===== config.mk =====
export PLATFORM = sky130hd
export DESIGN_NAME = dram_address_field_splitter_flat
export DESIGN_NICKNAME = d
export VERILOG_FILES = /design/src/sv/dafs_pkg.sv /design/src/sv/dafs_if.sv /design/src/sv/dafs_field_extract.sv /design/src/sv/dram_address_field_splitter.sv /design/src/flat_wrapper.sv
export SDC_FILE = /design/constraint.sdc
export NUM_CORES = 1
export LEC_CHECK = 0
export CAP_MARGIN = 10
export CORE_MARGIN = 3
export CORE_UTILIZATION = 30
export CTS_BUF_LIST = sky130_fd_sc_hd__clkbuf_4 sky130_fd_sc_hd__clkbuf_8
export DETAILED_ROUTE_END_ITERATION = 10
export DONT_BUFFER_PORTS = 1
export PLACE_DENSITY = 0.55
export SLEW_MARGIN = 25
export SYNTH_ARGS = -nofsm -noshare
export SYNTH_HDL_FRONTEND = slang
export SYNTH_SLANG_ARGS = --single-unit

===== constraint.sdc =====
create_clock -name clk -period 6.5 [get_ports clk]
set_input_delay 0.65 -clock clk [delete_from_list [all_inputs] [get_ports clk]]
set_output_delay 0.65 -clock clk [all_outputs]
set_load 0.03 [all_outputs]

===== src/sv/dafs_pkg.sv =====
// types and constants shared by the dram address field splitter
// no dependencies
`timescale 1ns / 1ps
`default_nettype none

package dafs_pkg;

	// result field widths
	localparam int unsigned RANK_W = 8;
	localparam int unsigned BANK_W = 8;
	localparam int unsigned ROW_W = 24;
	localparam int unsigned COL_W = 16;

	// bit position within the address: start plus every field width fits below 128
	localparam int unsigned POS_W = 7;
	// width of one field as configured
	localparam int unsigned FW_W = 5;
	// count of low column bits, line offset minus bus offset
	localparam int unsigned LOWCOL_W = 4;

	// configuration port
	localparam int unsigned CFG_IDX_W = 3;
	localparam int unsigned CFG_DATA_W = 5;

	// configuration register indexes
	typedef enum logic [CFG_IDX_W-1:0] {
		CFG_FIELD_ORDER      = 3'd0,
		CFG_RANK_BITS        = 3'd1,
		CFG_BANK_BITS        = 3'd2,
		CFG_ROW_BITS         = 3'd3,
		CFG_COLUMN_BITS      = 3'd4,
		CFG_BUS_OFFSET_BITS  = 3'd5,
		CFG_CHANNEL_BITS     = 3'd6,
		CFG_LINE_OFFSET_BITS = 3'd7
	} cfg_index_t;

	// field orders, named by their most significant fields
	typedef enum logic [2:0] {
		ORD_BANK_COLHI     = 3'd0, // bank:colhigh:row:rank:chan:collow:byte
		ORD_COLHI_ROW      = 3'd1, // colhigh:row:rank:bank:chan:collow:byte
		ORD_RANK_BANK      = 3'd2, // rank:bank:row:colhigh:chan:collow:byte
		ORD_ROW_CHAN       = 3'd3, // row:chan:bank:rank:col:byte
		ORD_ROW_BANK_CHAN  = 3'd4, // row:bank:rank:chan:col:byte
		ORD_ROW_BANK_COLHI = 3'd5, // row:bank:rank:colhigh:chan:collow:byte
		ORD_ROW_COLHI      = 3'd6, // row:colhigh:bank:rank:chan:collow:byte
		ORD_CHAN_TOP       = 3'd7  // chan:row:bank:rank:col:byte
	} order_t;

	// where one field sits in the address
	typedef struct packed {
		logic [POS_W-1:0] pos;
		logic [FW_W-1:0]  width;
	} field_sel_t;

endpackage

`default_nettype wire


===== src/sv/dafs_if.sv =====
// request channels of the dram address field splitter: address in, coordinates out
// depends on dafs_pkg
`timescale 1ns / 1ps
`default_nettype none

interface dafs_req_if #(
	parameter int unsigned ADDRESS_WIDTH = 48
);
	logic                     valid;
	logic                     ready;
	logic [ADDRESS_WIDTH-1:0] byte_address;

	modport source (output valid, output byte_address, input ready);
	modport sink (input valid, input byte_address, output ready);
endinterface

interface dafs_resp_if;
	logic                         valid;
	logic                         ready;
	logic [dafs_pkg::RANK_W-1:0]  rank_out;
	logic [dafs_pkg::BANK_W-1:0]  bank_out;
	logic [dafs_pkg::ROW_W-1:0]   row_out;
	logic [dafs_pkg::COL_W-1:0]   column_out;

	modport source (output valid, output rank_out, output bank_out, output row_out,
		output column_out, input ready);
	modport sink (input valid, input rank_out, input bank_out, input row_out,
		input column_out, output ready);
endinterface

`default_nettype wire


===== src/sv/dafs_field_extract.sv =====
// takes one field of a given position and width out of an address
// depends on dafs_pkg
`timescale 1ns / 1ps
`default_nettype none

module dafs_field_extract #(
	parameter int unsigned ADDRESS_WIDTH = 48,
	parameter int unsigned FIELD_W = 24
) (
	input  wire logic [ADDRESS_WIDTH-1:0] addr,
	input  wire dafs_pkg::field_sel_t     sel,
	output logic [FIELD_W-1:0]            field
);

	localparam int unsigned SPAN_W = (ADDRESS_WIDTH > FIELD_W) ? ADDRESS_WIDTH : FIELD_W;

	logic [SPAN_W-1:0]  span;
	logic [SPAN_W-1:0]  shifted;
	logic [FIELD_W-1:0] keep;

	// bits past the top of the address shift in as zero
	assign span = SPAN_W'(addr);
	assign shifted = span >> sel.pos;

	// keep only the configured width
	always_comb begin
		for (int i = 0; i < FIELD_W; i++) begin
			keep[i] = ($unsigned(i) < 32'(sel.width));
		end
	end

	assign field = shifted[FIELD_W-1:0] & keep;

endmodule

`default_nettype wire


===== src/sv/dram_address_field_splitter.sv =====
// A request passes four register stages before its result is valid.
// Throughput: one request per cycle while the result side is ready; four register stages (field
// bounds, field positions, field extraction, column shift) each take a new request every cycle.
// A stalled stage holds; a stage behind a bubble keeps moving.
// Reset clears all stage valid bits and loads the configuration defaults.
// top level of the dram address field splitter; depends on dafs_pkg, dafs_if, dafs_field_extract
`timescale 1ns / 1ps
`default_nettype none

module dram_address_field_splitter #(
	parameter int unsigned ADDRESS_WIDTH = 48
) (
	input  wire logic                           clk,
	input  wire logic                           arst_n,
	input  wire logic                           cfg_we,
	input  wire logic [dafs_pkg::CFG_IDX_W-1:0]  cfg_index,
	input  wire logic [dafs_pkg::CFG_DATA_W-1:0] cfg_data,
	dafs_req_if.sink                            req,
	dafs_resp_if.source                         resp
);

	localparam int unsigned POS_W = dafs_pkg::POS_W;
	localparam int unsigned FW_W = dafs_pkg::FW_W;
	localparam int unsigned LOWCOL_W = dafs_pkg::LOWCOL_W;
	localparam int unsigned COL_W = dafs_pkg::COL_W;

	// configuration registers
	dafs_pkg::order_t field_order_q;
	logic [3:0]       rank_bits_q;
	logic [3:0]       bank_bits_q;
	logic [4:0]       row_bits_q;
	logic [4:0]       column_bits_q;
	logic [2:0]       bus_offset_bits_q;
	logic [2:0]       channel_bits_q;
	logic [3:0]       line_offset_bits_q;

	// stage enables
	logic en1, en2, en3, en4;

	// stage 1: address, start position, column widths
	logic                     v_s1;
	logic [ADDRESS_WIDTH-1:0] addr_s1;
	dafs_pkg::order_t         order_s1;
	logic [POS_W-1:0]         start_s1;
	logic [LOWCOL_W-1:0]      lowcol_s1;
	logic [FW_W-1:0]          hiw_s1;

	// stage 2: field positions
	logic                     v_s2;
	logic [ADDRESS_WIDTH-1:0] addr_s2;
	dafs_pkg::field_sel_t     rank_sel_s2, bank_sel_s2, row_sel_s2, col_sel_s2;
	logic [LOWCOL_W-1:0]      shift_s2;

	// stage 3: extracted fields
	logic                        v_s3;
	logic [dafs_pkg::RANK_W-1:0] rank_s3;
	logic [dafs_pkg::BANK_W-1:0] bank_s3;
	logic [dafs_pkg::ROW_W-1:0]  row_s3;
	logic [COL_W-1:0]            col_s3;
	logic [LOWCOL_W-1:0]         shift_s3;

	// stage 4: output register
	logic                        v_s4;
	logic [dafs_pkg::RANK_W-1:0] rank_s4;
	logic [dafs_pkg::BANK_W-1:0] bank_s4;
	logic [dafs_pkg::ROW_W-1:0]  row_s4;
	logic [COL_W-1:0]            col_s4;
	logic [LOWCOL_W-1:0]         shift_s4;

	// combinational results per stage
	logic [POS_W-1:0]            start_d;
	logic [LOWCOL_W-1:0]         lowcol_d;
	logic [FW_W-1:0]             hiw_d;
	dafs_pkg::field_sel_t        rank_sel_d, bank_sel_d, row_sel_d, col_sel_d;
	logic [LOWCOL_W-1:0]         shift_d;
	logic [dafs_pkg::RANK_W-1:0] rank_d;
	logic [dafs_pkg::BANK_W-1:0] bank_d;
	logic [dafs_pkg::ROW_W-1:0]  row_d;
	logic [COL_W-1:0]            col_d;

	// configuration writes
	always_ff @(posedge clk or negedge arst_n) begin
		if (!arst_n) begin
			field_order_q      <= dafs_pkg::ORD_BANK_COLHI;
			rank_bits_q        <= 4'd1;
			bank_bits_q        <= 4'd3;
			row_bits_q         <= 5'd14;
			column_bits_q      <= 5'd10;
			bus_offset_bits_q  <= 3'd3;
			channel_bits_q     <= 3'd0;
			line_offset_bits_q <= 4'd6;
		end else if (cfg_we) begin
			case (cfg_index)
				dafs_pkg::CFG_FIELD_ORDER:      field_order_q <= dafs_pkg::order_t'(cfg_data[2:0]);
				dafs_pkg::CFG_RANK_BITS:        rank_bits_q <= cfg_data[3:0];
				dafs_pkg::CFG_BANK_BITS:        bank_bits_q <= cfg_data[3:0];
				dafs_pkg::CFG_ROW_BITS:         row_bits_q <= cfg_data[4:0];
				dafs_pkg::CFG_COLUMN_BITS:      column_bits_q <= cfg_data[4:0];
				dafs_pkg::CFG_BUS_OFFSET_BITS:  bus_offset_bits_q <= cfg_data[2:0];
				dafs_pkg::CFG_CHANNEL_BITS:     channel_bits_q <= cfg_data[2:0];
				dafs_pkg::CFG_LINE_OFFSET_BITS: line_offset_bits_q <= cfg_data[3:0];
				default: ;
			endcase
		end
	end

	// a stage moves when it is empty or the stage after it moves
	assign en4 = !v_s4 || resp.ready;
	assign en3 = !v_s3 || en4;
	assign en2 = !v_s2 || en3;
	assign en1 = !v_s1 || en2;
	assign req.ready = en1;

	// stage 1 logic: start position and saturated column widths
	always_comb begin
		if (field_order_q == dafs_pkg::ORD_ROW_CHAN || field_order_q == dafs_pkg::ORD_ROW_BANK_CHAN
				|| field_order_q == dafs_pkg::ORD_CHAN_TOP) begin
			start_d = POS_W'(bus_offset_bits_q);
		end else begin
			start_d = POS_W'(channel_bits_q) + POS_W'(line_offset_bits_q);
		end
		lowcol_d = (line_offset_bits_q > LOWCOL_W'(bus_offset_bits_q))
			? line_offset_bits_q - LOWCOL_W'(bus_offset_bits_q) : '0;
		hiw_d = (column_bits_q > FW_W'(lowcol_d)) ? column_bits_q - FW_W'(lowcol_d) : '0;
	end

	// stage 2 logic: position of every field in the chosen order
	always_comb begin
		logic [POS_W-1:0] s, r, b, w, c, h, ch;
		s  = start_s1;
		r  = POS_W'(rank_bits_q);
		b  = POS_W'(bank_bits_q);
		w  = POS_W'(row_bits_q);
		c  = POS_W'(column_bits_q);
		h  = POS_W'(hiw_s1);
		ch = POS_W'(channel_bits_q);
		rank_sel_d.width = FW_W'(rank_bits_q);
		bank_sel_d.width = FW_W'(bank_bits_q);
		row_sel_d.width  = row_bits_q;
		col_sel_d.width  = hiw_s1;
		shift_d = lowcol_s1;
		case (order_s1)
			dafs_pkg::ORD_BANK_COLHI: begin
				rank_sel_d.pos = s;
				row_sel_d.pos  = s + r;
				col_sel_d.pos  = s + r + w;
				bank_sel_d.pos = s + r + w + h;
			end
			dafs_pkg::ORD_COLHI_ROW: begin
				bank_sel_d.pos = s;
				rank_sel_d.pos = s + b;
				row_sel_d.pos  = s + b + r;
				col_sel_d.pos  = s + b + r + w;
			end
			dafs_pkg::ORD_RANK_BANK: begin
				col_sel_d.pos  = s;
				row_sel_d.pos  = s + h;
				bank_sel_d.pos = s + h + w;
				rank_sel_d.pos = s + h + w + b;
			end
			dafs_pkg::ORD_ROW_CHAN: begin
				col_sel_d.pos   = s;
				col_sel_d.width = column_bits_q;
				shift_d         = '0;
				rank_sel_d.pos  = s + c;
				bank_sel_d.pos  = s + c + r;
				row_sel_d.pos   = s + c + r + b + ch;
			end
			dafs_pkg::ORD_ROW_BANK_CHAN: begin
				col_sel_d.pos   = s;
				col_sel_d.width = column_bits_q;
				shift_d         = '0;
				rank_sel_d.pos  = s + c + ch;
				bank_sel_d.pos  = s + c + ch + r;
				row_sel_d.pos   = s + c + ch + r + b;
			end
			dafs_pkg::ORD_ROW_BANK_COLHI: begin
				col_sel_d.pos  = s;
				rank_sel_d.pos = s + h;
				bank_sel_d.pos = s + h + r;
				row_sel_d.pos  = s + h + r + b;
			end
			dafs_pkg::ORD_ROW_COLHI: begin
				rank_sel_d.pos = s;
				bank_sel_d.pos = s + r;
				col_sel_d.pos  = s + r + b;
				row_sel_d.pos  = s + r + b + h;
			end
			default: begin
				// channel above every field
				col_sel_d.pos   = s;
				col_sel_d.width = column_bits_q;
				shift_d         = '0;
				rank_sel_d.pos  = s + c;
				bank_sel_d.pos  = s + c + r;
				row_sel_d.pos   = s + c + r + b;
			end
		endcase
	end

	// stage 3 logic: field extraction
	dafs_field_extract #(.ADDRESS_WIDTH(ADDRESS_WIDTH), .FIELD_W(dafs_pkg::RANK_W)) u_rank (
		.addr(addr_s2), .sel(rank_sel_s2), .field(rank_d)
	);
	dafs_field_extract #(.ADDRESS_WIDTH(ADDRESS_WIDTH), .FIELD_W(dafs_pkg::BANK_W)) u_bank (
		.addr(addr_s2), .sel(bank_sel_s2), .field(bank_d)
	);
	dafs_field_extract #(.ADDRESS_WIDTH(ADDRESS_WIDTH), .FIELD_W(dafs_pkg::ROW_W)) u_row (
		.addr(addr_s2), .sel(row_sel_s2), .field(row_d)
	);
	dafs_field_extract #(.ADDRESS_WIDTH(ADDRESS_WIDTH), .FIELD_W(COL_W)) u_col (
		.addr(addr_s2), .sel(col_sel_s2), .field(col_d)
	);

	// valid bits
	always_ff @(posedge clk or negedge arst_n) begin
		if (!arst_n) begin
			v_s1 <= 1'b0;
			v_s2 <= 1'b0;
			v_s3 <= 1'b0;
			v_s4 <= 1'b0;
		end else begin
			if (en1) v_s1 <= req.valid;
			if (en2) v_s2 <= v_s1;
			if (en3) v_s3 <= v_s2;
			if (en4) v_s4 <= v_s3;
		end
	end

	// payload registers
	always_ff @(posedge clk) begin
		if (en1) begin
			addr_s1   <= ADDRESS_WIDTH'(req.byte_address);
			order_s1  <= field_order_q;
			start_s1  <= start_d;
			lowcol_s1 <= lowcol_d;
			hiw_s1    <= hiw_d;
		end
		if (en2) begin
			addr_s2     <= addr_s1;
			rank_sel_s2 <= rank_sel_d;
			bank_sel_s2 <= bank_sel_d;
			row_sel_s2  <= row_sel_d;
			col_sel_s2  <= col_sel_d;
			shift_s2    <= shift_d;
		end
		if (en3) begin
			rank_s3  <= rank_d;
			bank_s3  <= bank_d;
			row_s3   <= row_d;
			col_s3   <= col_d;
			shift_s3 <= shift_s2;
		end
		if (en4) begin
			rank_s4  <= rank_s3;
			bank_s4  <= bank_s3;
			row_s4   <= row_s3;
			// high column bits move up, low column bits read as zero
			col_s4   <= col_s3 << shift_s3;
			shift_s4 <= shift_s3;
		end
	end

	// result channel
	assign resp.valid      = v_s4;
	assign resp.rank_out   = rank_s4;
	assign resp.bank_out   = bank_s4;
	assign resp.row_out    = row_s4;
	assign resp.column_out = col_s4;

`ifndef NO_ASSERTIONS
	// backpressure reaches the input only with every stage full
	a_full_when_blocked: assert property (@(posedge clk) disable iff (!arst_n)
		!req.ready |-> (v_s1 && v_s2 && v_s3 && v_s4))
		else $error("input blocked with a free stage");

	// low column bits of a cache-line order are zero
	a_low_column_zero: assert property (@(posedge clk) disable iff (!arst_n)
		resp.valid |-> ((resp.column_out & ((COL_W'(1) << shift_s4) - COL_W'(1))) == '0))
		else $error("low column bits not zero");

	// a held stage 1 keeps its request
	a_s1_hold: assert property (@(posedge clk) disable iff (!arst_n)
		(v_s1 && !en2) |=> (v_s1 && $stable(addr_s1) && $stable(start_s1)))
		else $error("stage 1 lost its request under stall");

	// a stage 3 request that is not taken is not dropped
	a_s3_hold: assert property (@(posedge clk) disable iff (!arst_n)
		(v_s3 && !en4) |=> (v_s3 && $stable(row_s3) && $stable(col_s3)))
		else $error("stage 3 lost its request under stall");
`endif

endmodule

`default_nettype wire


===== src/flat_wrapper.sv =====
// flat-port wrapper written by rule: the top's interface ports become plain ports
module dram_address_field_splitter_flat 
#(
	parameter int unsigned ADDRESS_WIDTH = 48
)
  (clk, arst_n, cfg_we, cfg_index, cfg_data, req_valid, req_byte_address, req_ready, resp_valid, resp_rank_out, resp_bank_out, resp_row_out, resp_column_out, resp_ready);
  dafs_req_if #(.ADDRESS_WIDTH(ADDRESS_WIDTH)) req_i ();
  dafs_resp_if resp_i ();
  input  wire logic clk;
  input  wire logic arst_n;
  input  wire logic cfg_we;
  input  wire logic [dafs_pkg::CFG_IDX_W-1:0] cfg_index;
  input  wire logic [dafs_pkg::CFG_DATA_W-1:0] cfg_data;
  input wire logic [$bits(req_i.valid)-1:0] req_valid;
  input wire logic [$bits(req_i.byte_address)-1:0] req_byte_address;
  output wire logic [$bits(req_i.ready)-1:0] req_ready;
  output wire logic [$bits(resp_i.valid)-1:0] resp_valid;
  output wire logic [$bits(resp_i.rank_out)-1:0] resp_rank_out;
  output wire logic [$bits(resp_i.bank_out)-1:0] resp_bank_out;
  output wire logic [$bits(resp_i.row_out)-1:0] resp_row_out;
  output wire logic [$bits(resp_i.column_out)-1:0] resp_column_out;
  input wire logic [$bits(resp_i.ready)-1:0] resp_ready;
  assign req_i.valid = req_valid;
  assign req_i.byte_address = req_byte_address;
  assign req_ready = req_i.ready;
  assign resp_valid = resp_i.valid;
  assign resp_rank_out = resp_i.rank_out;
  assign resp_bank_out = resp_i.bank_out;
  assign resp_row_out = resp_i.row_out;
  assign resp_column_out = resp_i.column_out;
  assign resp_i.ready = resp_ready;
  dram_address_field_splitter #(.ADDRESS_WIDTH(ADDRESS_WIDTH)) u_core (.clk(clk), .arst_n(arst_n), .cfg_we(cfg_we), .cfg_index(cfg_index), .cfg_data(cfg_data), .req(req_i), .resp(resp_i));
endmodule

After elaboration in Yosys (flattened, before gate mapping)
Index checks and enable logic that the tools add are counted.

word-level totals
  bits in registers = 314
  output and inout port bits = 58
  bits of input ports = 61
  logic and storage cells = 172

cells by class
  mux-type cells = 7
  reduce and logical (&&, ||, !) cells = 22
  bitwise logic cells = 4
  equal/unequal tests = 16
  shift-type cells = 5
  order comparisons = 58
  add/subtract/negate cells = 23

operator list
  operator                                                                      number
  48-bit by 7-bit right shift with 8-bit output                                 2
  4-bit by 5-bit less-than comparator with 1-bit output (first input constant)  16
  7-bit by 4-bit adder with 7-bit output                                        9
  7-bit case mux with 7 select lines                                            1
  48-bit by 7-bit right shift with 16-bit output                                1
  48-bit by 7-bit right shift with 24-bit output                                1
  7-bit case mux with 6 select lines                                            1
  3-bit by 5-bit less-than comparator with 1-bit output (first input constant)  8
  5-bit less-than comparator (first input constant)                             8
  7-bit by 5-bit adder with 7-bit output                                        5
  7-bit case mux with 5 select lines                                            1
  3-bit by 4-bit less-than comparator with 1-bit output (first input constant)  8
  3-bit equality test (second input constant)                                   9
  24-bit AND                                                                    1
  7-bit case mux with 3 select lines                                            1
  1-bit by 5-bit less-than comparator with 1-bit output (first input constant)  4
  2-bit by 5-bit less-than comparator with 1-bit output (first input constant)  4
  16-bit AND                                                                    1
  8-bit AND                                                                     2
  1-bit by 4-bit less-than comparator with 1-bit output (first input constant)  4
  2-bit by 4-bit less-than comparator with 1-bit output (first input constant)  4
  2-bit AND reduction                                                           8
  16-bit by 4-bit << shifter with 16-bit output                                 1
  3-bit by 2-bit equality test with 1-bit output (second input constant)        5
  other kinds (17)                                                              30

Logic depth before layout (Yosys ltp)
Gate-level depths: netlist of the first run.

  depth in word-level cells = 5
  gate-level depth with buffers = 18
  gate-level depth less buffers = 18

Modules after synthesis
Synthesis of the first run repeated with hierarchy kept, for this count alone.

unflattened totals
  cell total of the unflattened synthesis = 2,337
  area, all modules = 26,887.0 µm²

modules (own cells, without submodules)
  module                                  cells each  sequential area each (µm²)  instances  area an instance (µm²)
  dram_address_field_splitter             1,193       9,268.9                     1          15,752.6
  dafs_field_extract (u_core.u_bank ...)  240         0.0                         2          2,448.6
  dafs_field_extract (u_core.u_row)       367         0.0                         1          3,524.6
  dafs_field_extract (u_core.u_col)       297         0.0                         1          2,712.6

Least setup slack after synthesis of the first run
Ideal clock, no wire load.

  path type = input-to-reg
  start point = input port resp_ready
  end point = register u_core.addr_s2[0], enable pin
  buffers on the path = 0
  setup time = 1.168 ns
  required time = 5.332 ns
  slack = 2.226 ns
  arrival time = 3.106 ns
  stages = 2
  path through = nor2b_1 nand3_1

on the way
  word-level cells in the longest chain between the ends = 3

RTL lines
  item                  line                                RTL
  start, declared       flat_wrapper.sv:22                  input wire logic [$bits(resp_i.ready)-1:0] resp_ready;
  1-bit logical OR      dram_address_field_splitter.sv:108  assign en4 = !v_s4 || resp.ready;
  1-bit logical OR      dram_address_field_splitter.sv:109  assign en3 = !v_s3 || en4;
  1-bit logical OR      dram_address_field_splitter.sv:110  assign en2 = !v_s2 || en3;
  net u_core.en2        dram_address_field_splitter.sv:38   logic en1, en2, en3, en4;
  end signal, assigned  dram_address_field_splitter.sv:240  addr_s2 <= addr_s1;
  end, declared         dram_address_field_splitter.sv:50   logic [ADDRESS_WIDTH-1:0] addr_s2;

The timed path passes the listed nets, and every way through them passes these cells.
A chain may end at the register's enable or synchronous reset.

==> results of run 1 <==
## kinds of logic after synthesis
family,after synthesis,share of synthesized area [%]
flops,314,37.8
buf+inv,282,4.53
mux,389,21.9
xor+xnor,67,2.50
fa+ha+maj,114,6.49
simple gates,626,11.7
compound gates,594,15.2
## per-layer routing
layer / wire, microns / GRT usage (%) / vias up
met5: 0 / 0 / -
met4: 3840 / 8.10 / 0
met3: 6950 / 3.57 / 184
met2: 38000 / 30.3 / 908
met1: 35000 / 25.8 / 9686
li1: - / - / 8833
## worst paths after layout
kind / cells after the start / slack, ps / from / end
setup / recovery: 17 / 1690 / u_core.start_s1[1]$_DFFE_PP_ / u_core.row_sel_s2[11]$_DFFE_PP_
hold / removal: 2 / 90 / cfg_data[1] / u_core.bank_bits_q[1]$_DFFE_PN1P_
setup reg to reg: 17 / 1690 / u_core.start_s1[1]$_DFFE_PP_ / u_core.row_sel_s2[11]$_DFFE_PP_
hold reg to reg: 0 / 390 / u_core.rank_s3[3]$_DFFE_PP_ / u_core.resp.rank_out[3]$_DFFE_PP_
max in group asynchronous: 2 / 5760 / arst_n / u_core.bus_offset_bits_q[1]$_DFFE_PN1P_
min in group asynchronous: 2 / 480 / arst_n / u_core.bank_bits_q[3]$_DFFE_PN0P_
## timing repair
action,in CTS,in global routing
hold buffers,50,0
setup endpoints to repair,0,0
hold endpoints to repair,83,0
## cells in the mapped netlist (all sizes together) (10+ instances only)
library cell    n  area share (%)
o22ai          19            0.48
mux2          110             5.1
and2           12            0.31
mux2i         173             7.1
clkbuf        132             2.0
fa             22             1.8
dfstp          12             1.3
nor2b          50             1.3
buf            60             1.1
nand2         205             3.2
o21ai         137             2.8
xnor2          42             1.5
nand2b         24            0.61
xor2           23            0.82
nand3          10            0.20
a21o           30            0.92
a211oi         58             1.8
o22a           13            0.46
a21oi         189             3.9
nor2          210             3.2
mux4          106             9.7
nor3           52             1.1
ha             92             4.7
o211ai         15            0.46
a22oi          14            0.43
o21bai         11            0.34
dfrtp          23             2.3
edfxtp        279              34
o21a           18            0.55
a31oi          20            0.51
inv            82             1.3
and3           10            0.28
## registers in the layout, indices dropped and copies added, names as in the netlist, 12 cells and up
register	count
u_core.col_s3	16
u_core.resp.row_out	24
u_core.col_sel_s2	12
u_core.row_s3	24
u_core.row_sel_s2	12
u_core.addr_s1	48
u_core.addr_s2	48
u_core.resp.column_out	16
## per-stage QoR
stage / hold slack, ps / instance area, sq um
after floorplan: 354 / 24500
after global placement: 355 / 25300
after detailed placement: 355 / 25300
after CTS: 18.5 / 26900
after global routing: 51.1 / 27000
final: 86.1 / 27000
## final cells by class
cell class / instances / area share, %
Inverter: 90 / 1.25
Multi-Input combinational cell: 1790 / 52.6
Antenna cell: 1 / 0.00927
Clock inverter: 30 / 0.978
Clock buffer: 63 / 3.00
Tap cell: 1060 / 4.91
Timing Repair Buffer: 83 / 2.94
Sequential cell: 314 / 34.3
==> flow_metrics.env, run 1 <==
export IMPL_status="completed"
export IMPL_cp_start_kind="register"
export IMPL_worstSetupPathType="reg -> reg"
export IMPL_start_util_pct=30.4
export IMPL_rows=104
export IMPL_via_per_inst=5.72
export IMPL_hold_viol=0
export IMPL_area_delta_synth_final_pct=9.98
export IMPL_yosys_warnings=0
export IMPL_synth_seq_cells=314
export IMPL_crit_fanout=11
export IMPL_critPathTopFamily="compound AO/OA/AOI/OAI gates"
export IMPL_skew_ps=79.2
export IMPL_grt_pass1_vias=19200
export IMPL_stdcell_count=3431
export IMPL_slowest_delay_ps=730
export IMPL_arrival_ps=5210
export IMPL_grt_overflow=0
export IMPL_cts_setup_buffers=0
export IMPL_cts_max_level=2
export IMPL_syn_inst=2386
export IMPL_clock_sinks=314
export IMPL_drt_iter0_markers=2170
export IMPL_synth_edff_count=279
export IMPL_antenna_found_initial=4
export IMPL_port_buffer_count=0
export IMPL_clockBufferDepth=3
export IMPL_cpMaxStageDelayCell="edfxtp_1"
export IMPL_totalWireLength_microns=83800
export IMPL_layout_commonest_cell="edfxtp_1"
export IMPL_grt_first_pass_wirelength_microns=125000
export IMPL_dp_hpwl_microns=60200
export IMPL_die_x_microns=292
export IMPL_drt_first_pass_iters=5
export IMPL_synthArstFlopShare_pct=11.1
export IMPL_maxCapViolCount=0
export IMPL_crit_required_ps=6900
export IMPL_num_nets_final=2506
export IMPL_post_place_ws_ps=1810
export IMPL_syn_cell_area_sq_um=24500
export IMPL_cts_root_buffer="clkbuf_8"
export IMPL_timing_final_ws_setup_ps=1690
export IMPL_fin_crit_ps=4810
export IMPL_worstPathCellList="ha_1 -> a211oi_2 -> nor2_1 -> nor2_1 -> ha_1 -> o21a_1 -> and2_1 -> nor2_1 -> ha_1 -> o21ai_0 -> nor2b_1 -> o21ai_0 -> a22oi_1 -> o21ai_0 -> o2bb2ai_1 -> a21oi_1 -> o221ai_1"
export IMPL_synth_cell_type_count=82
export IMPL_clk_latency_ps=690
export IMPL_slew_viol_final=0
export IMPL_layout_common_cells="edfxtp_1 (279), nor2_1 (210), nand2_1 (202)"
export IMPL_synth_seq_area_share_pct=37.8
export IMPL_rsz0062_at_grt="false"
export IMPL_vias=19600
export IMPL_io_pins=119
export IMPL_slew_headroom_pct=28.4
export IMPL_synth_ff_type="edfxtp_1"
export IMPL_core_area_sq_um=80800
export IMPL_final_seq_area_sq_um=9270
export IMPL_final_util_pct=33.4
export IMPL_multi_input_area_sq_um=14200
export IMPL_finalSetupTns_ps=0
export IMPL_synthesis_nets=2561
export IMPL_finalSetupViolCount=0
export IMPL_final_layout_size_suffix_gt1_share_pct=15.8
export IMPL_cts_buffers=52
export IMPL_cts_tree="yes"
export IMPL_hold_path_class="in -> reg"
export IMPL_gp_congestion=0.934
export IMPL_critPathBufInv=0
export IMPL_die_area_sq_um=85300
export IMPL_tightest_slew_ps=1060
export IMPL_dp_cells=3284
export IMPL_clkSlewWorstSetupHoldPaths_ps=70
export IMPL_grt_start_max_net_pins=74
export IMPL_fmax_ghz=0.208
export IMPL_drtAntennaViolNets=0
export IMPL_die_h_microns=292
export IMPL_endpoint_kind="register"
export IMPL_drc=0
export IMPL_post_route_period_util_pct=74.1
export IMPL_synth_avg_cell_area_sq_um=10.3
export IMPL_num_fill_cells=8070
export IMPL_grtUsageTotal_pct=19.2
export IMPL_wl_per_cell_microns=24.4
export IMPL_cts_resized_gates=0
Power of run 1 is left out: the tool's default activity adds up to more than one toggle a clock period on the data nets, which glitch-free logic cannot reach.
==> run 2: changes to the inputs <==
ABC_AREA = 1   (was default)
PLACE_DENSITY = 0.56   (was 0.55)
clock period = 4.2 ns   (was 6.5 ns; I/O delays follow)
==> run 2 against run 1 <==
Compared with the run above:
- via count rose by 16%
- critical path type unchanged
- register-to-register slack got worse by 1600 ps
- non-clock buffer count rose by 78
- maximum frequency rose by 18%
- area after synthesis fell by 2.1%
- die area fell by 2.1%
- sequential cell count did not move
- first-iteration DRC count rose by 3.6%
- worst hold slack got worse by 36 ps
- worst setup slack got worse by 1600 ps
- critical endpoint is now u_core.rank_sel_s2[8]$_DFFE_PP_
==> flow_metrics.env, run 2 <==
export IMPL_r2r_end="u_core.rank_sel_s2[8]$_DFFE_PP_"
export IMPL_synth_seq_cells=314
export IMPL_gp_congestion=1.03
export IMPL_synth_edff_count=279
export IMPL_hp_start="cfg_data[0]"
export IMPL_multi_input_area_sq_um=13100
export IMPL_grt_first_pass_wirelength_microns=135000
export IMPL_crit_fanout=6
export IMPL_skew_ps=49.6
export IMPL_cts_tree="yes"
export IMPL_wl_met3_microns=5260
export IMPL_totalWireLength_microns=91300
export IMPL_hold_viol=0
export IMPL_clk_latency_ps=690
export IMPL_met1_length_microns=38700
export IMPL_fin_area_sq_um=27500
export IMPL_post_route_period_util_pct=96.8
export IMPL_yosysMostFrequentCell="nand2_1"
export IMPL_vias=22800
export IMPL_ir_worst_vdd_mv=0.337
export IMPL_cts_max_level=2
export IMPL_grtUsageTotal_pct=21.6
export IMPL_status="completed"
export IMPL_rsz0062_at_grt="true"
export IMPL_largestRegisters="u_core.addr_s1 (48), u_core.addr_s2 (48)"
export IMPL_grt_overflow=0
export IMPL_dp_hpwl_microns=70800
export IMPL_synth_ff_type="edfxtp_1"
export IMPL_cpMaxStageDelayCell="fa_1"
export IMPL_maxCapViolCount=0
export IMPL_synth_top_area_cell="edfxtp_1"
export IMPL_die_h_microns=289
export IMPL_synth_cells_most_frequent="nand2_1 (990), o21ai_0 (466), inv_1 (297)"
export IMPL_drtAntennaViolNets=0
export IMPL_syn_inst=3224
export IMPL_place_area_sq_um=25400
export IMPL_drc=0
export IMPL_start_util_pct=30.3
export IMPL_synthesis_nets=3399
export IMPL_slowest_delay_ps=430
export IMPL_finalSetupViolCount=0
export IMPL_timing_final_ws_setup_ps=134
export IMPL_cts_root_buffer="clkbuf_8"
export IMPL_yosys_area_top_type_share_pct=34.9
export IMPL_p_leak_nw=11.8
export IMPL_tightest_slew_ps=908
export IMPL_worstReg2RegStart="u_core.start_s1[0]$_DFFE_PP_"
export IMPL_fmax_ghz=0.246
export IMPL_via_per_inst=5.19
export IMPL_cp_start_kind="register"
export IMPL_synthArstFlopShare_pct=11.1
export IMPL_clkSlewWorstSetupHoldPaths_ps=60
export IMPL_arrival_ps=4440
export IMPL_drt_iter0_markers=2248
export IMPL_whs_endpoint="u_core.field_order_q[0]$_DFFE_PN0P_"
export IMPL_synth_area_leaders="edfxtp_1 (35%), nand2_1 (15%), o21ai_0 (9.7%)"
export IMPL_synth_seq_area_share_pct=38.6
export IMPL_port_buffer_count=0
export IMPL_syn_cell_area_sq_um=24000
export IMPL_die_area_sq_um=83500
export IMPL_grt_pass1_vias=21600
export IMPL_die_x_microns=289
export IMPL_antenna_found_initial=3
export IMPL_clockBufferDepth=3
export IMPL_hold_ws_ps=50.3
export IMPL_num_fill_cells=8487
export IMPL_hold_path_class="in -> reg"
export IMPL_worstSetupPathType="reg -> reg"
export IMPL_layout_commonest_cell="nand2_1"
export IMPL_num_nets_final=3465
export IMPL_clock_sinks=314
export IMPL_maxUsedRoutingLayer="met4"
export IMPL_slew_headroom_pct=39.5
export IMPL_crit_required_ps=4570
export IMPL_synth_cell_type_count=65
export IMPL_worstPathCellList="buf_4 -> ha_1 -> inv_1 -> fa_1 -> xnor2_1 -> buf_4 -> ha_1 -> a21oi_1 -> nand2_1 -> or2_2 -> nand2_1 -> inv_1 -> ha_1 -> inv_1 -> nor2_1 -> o22ai_1 -> a221oi_1 -> o211ai_1"
export IMPL_wl_per_cell_microns=20.8
export IMPL_layout_common_cells="nand2_1 (988), o21ai_0 (459), inv_1 (292)"
export IMPL_drt_first_pass_iters=6
export IMPL_final_layout_size_suffix_gt1_share_pct=9.27
export IMPL_r2r_setup_slack_ps=130
export IMPL_final_seq_area_sq_um=9270
export IMPL_area_delta_synth_final_pct=14.7
export IMPL_dr_wl_met2_microns=42100
export IMPL_core_area_sq_um=79100
export IMPL_grt_start_max_net_pins=94
export IMPL_total_power_mw=26.4
export IMPL_io_pins=119
export IMPL_power_density_nw_per_um2=960
export IMPL_synth_avg_cell_area_sq_um=7.45
export IMPL_rows=103
export IMPL_post_place_ws_ps=-132
export IMPL_slew_viol_final=0
export IMPL_r2r_cells=18
export IMPL_endpoint_kind="register"
export IMPL_fin_crit_ps=4070
export IMPL_cts_buffers=57
export IMPL_yosys_warnings=0
export IMPL_worstHoldPathCells=2
[run 2: changes by cell type in the layout (fill, tap and decap cells not counted), moves of 42 or more]
cell / previous run / this run
mux2_2: 109 / 0
o21ai_0: 136 / 459
nor3_1: 52 / 10
a21oi_1: 189 / 141
a211oi_1: 57 / 6
nand3_1: 9 / 164
o21ai_1: 0 / 48
mux4_2: 106 / 0
mux2i_1: 173 / 60
buf_4: 30 / 100
inv_1: 79 / 292
nor2_1: 210 / 160
nor2b_1: 50 / 0
nand2_1: 202 / 988
[run 2: layout make-up]
| class | count | share of cell area (%) |
|---|---|---|
| diodes | 2 | 0.0182 |
| clock buffers | 72 | 3.33 |
| clock inverters | 31 | 1.29 |
| inverters | 314 | 4.32 |
| multi-input cells | 2442 | 47.6 |
| flip-flops and latches | 314 | 33.7 |
| well taps | 1050 | 4.77 |
| repair buffers | 161 | 5.05 |
[run 2: timing repair]
item                                   4_1_cts  5_1_grt
buffers inserted                             0        6
resized for setup                            2       43
endpoints found under the hold margin      103        0
setup endpoints to repair                    4        8
hold buffers                                58        0
pin swaps                                    2       24
[run 2: worst max path at each step]
| stage | startpoint | end | cells after the start |
|---|---|---|---|
| after floorplan | u_core.resp.valid$_DFFE_PN0P_ | u_core.addr_s2[0]$_DFFE_PP_ | 7 |
| after global placement | u_core.start_s1[0]$_DFFE_PP_ | u_core.row_sel_s2[11]$_DFFE_PP_ | 21 |
| after detailed placement | u_core.start_s1[0]$_DFFE_PP_ | u_core.row_sel_s2[11]$_DFFE_PP_ | 21 |
| after CTS | u_core.start_s1[0]$_DFFE_PP_ | u_core.row_sel_s2[10]$_DFFE_PP_ | 17 |
| after global routing | u_core.start_s1[0]$_DFFE_PP_ | u_core.row_sel_s2[11]$_DFFE_PP_ | 20 |
| final | u_core.start_s1[0]$_DFFE_PP_ | u_core.rank_sel_s2[8]$_DFFE_PP_ | 18 |
[run 2: cell families after synthesis]
| logic type | Yosys count | share of synthesized area, % |
|---|---|---|
| AOI/OAI and AO/OA | 837 | 19.6 |
| DFF | 314 | 38.6 |
| adders and majority gates | 114 | 6.63 |
| xor gates and xnor gates | 32 | 1.20 |
| buffers and inverters | 468 | 7.87 |
| muxes | 60 | 2.50 |
| and+or+nand+nor | 1399 | 23.6 |
[run 2: routing by layer]
metal	GRT usage, %	vias to the layer above
met5	0	-
li1	-	11200
met1	27.6	10600
met4	11.3	0
met2	35.4	784
met3	3.06	232
[run 2: critical path, delay by kind of cell, from the launching register on]
kind                       cells  cell delay (ps)
buffers and inverters          5              530
adders and majority gates      4             1210
DFF                            1              390
and+or+nand+nor                4              670
AOI/OAI and AO/OA              4              790
xor gates and xnor gates       1              150
[run 2: power by group]
group | internal, mW | switching [mW]
clock | 1.88 | 1.38
combinational | 5.95 | 11.1
sequential | 4.72 | 1.40
[run 2: metrics by stage]
stage | utilization, % | std cells | setup TNS, ps
floorplan | - | 3224 | -51270
global placement | 32.1 | 4215 | -326
detailed placement | 32.1 | 4215 | -343
CTS | 34.4 | 4376 | 0
global route | 34.8 | 4386 | -160
finish | 34.8 | 4386 | 0
(Power assumes the default switching activity.)
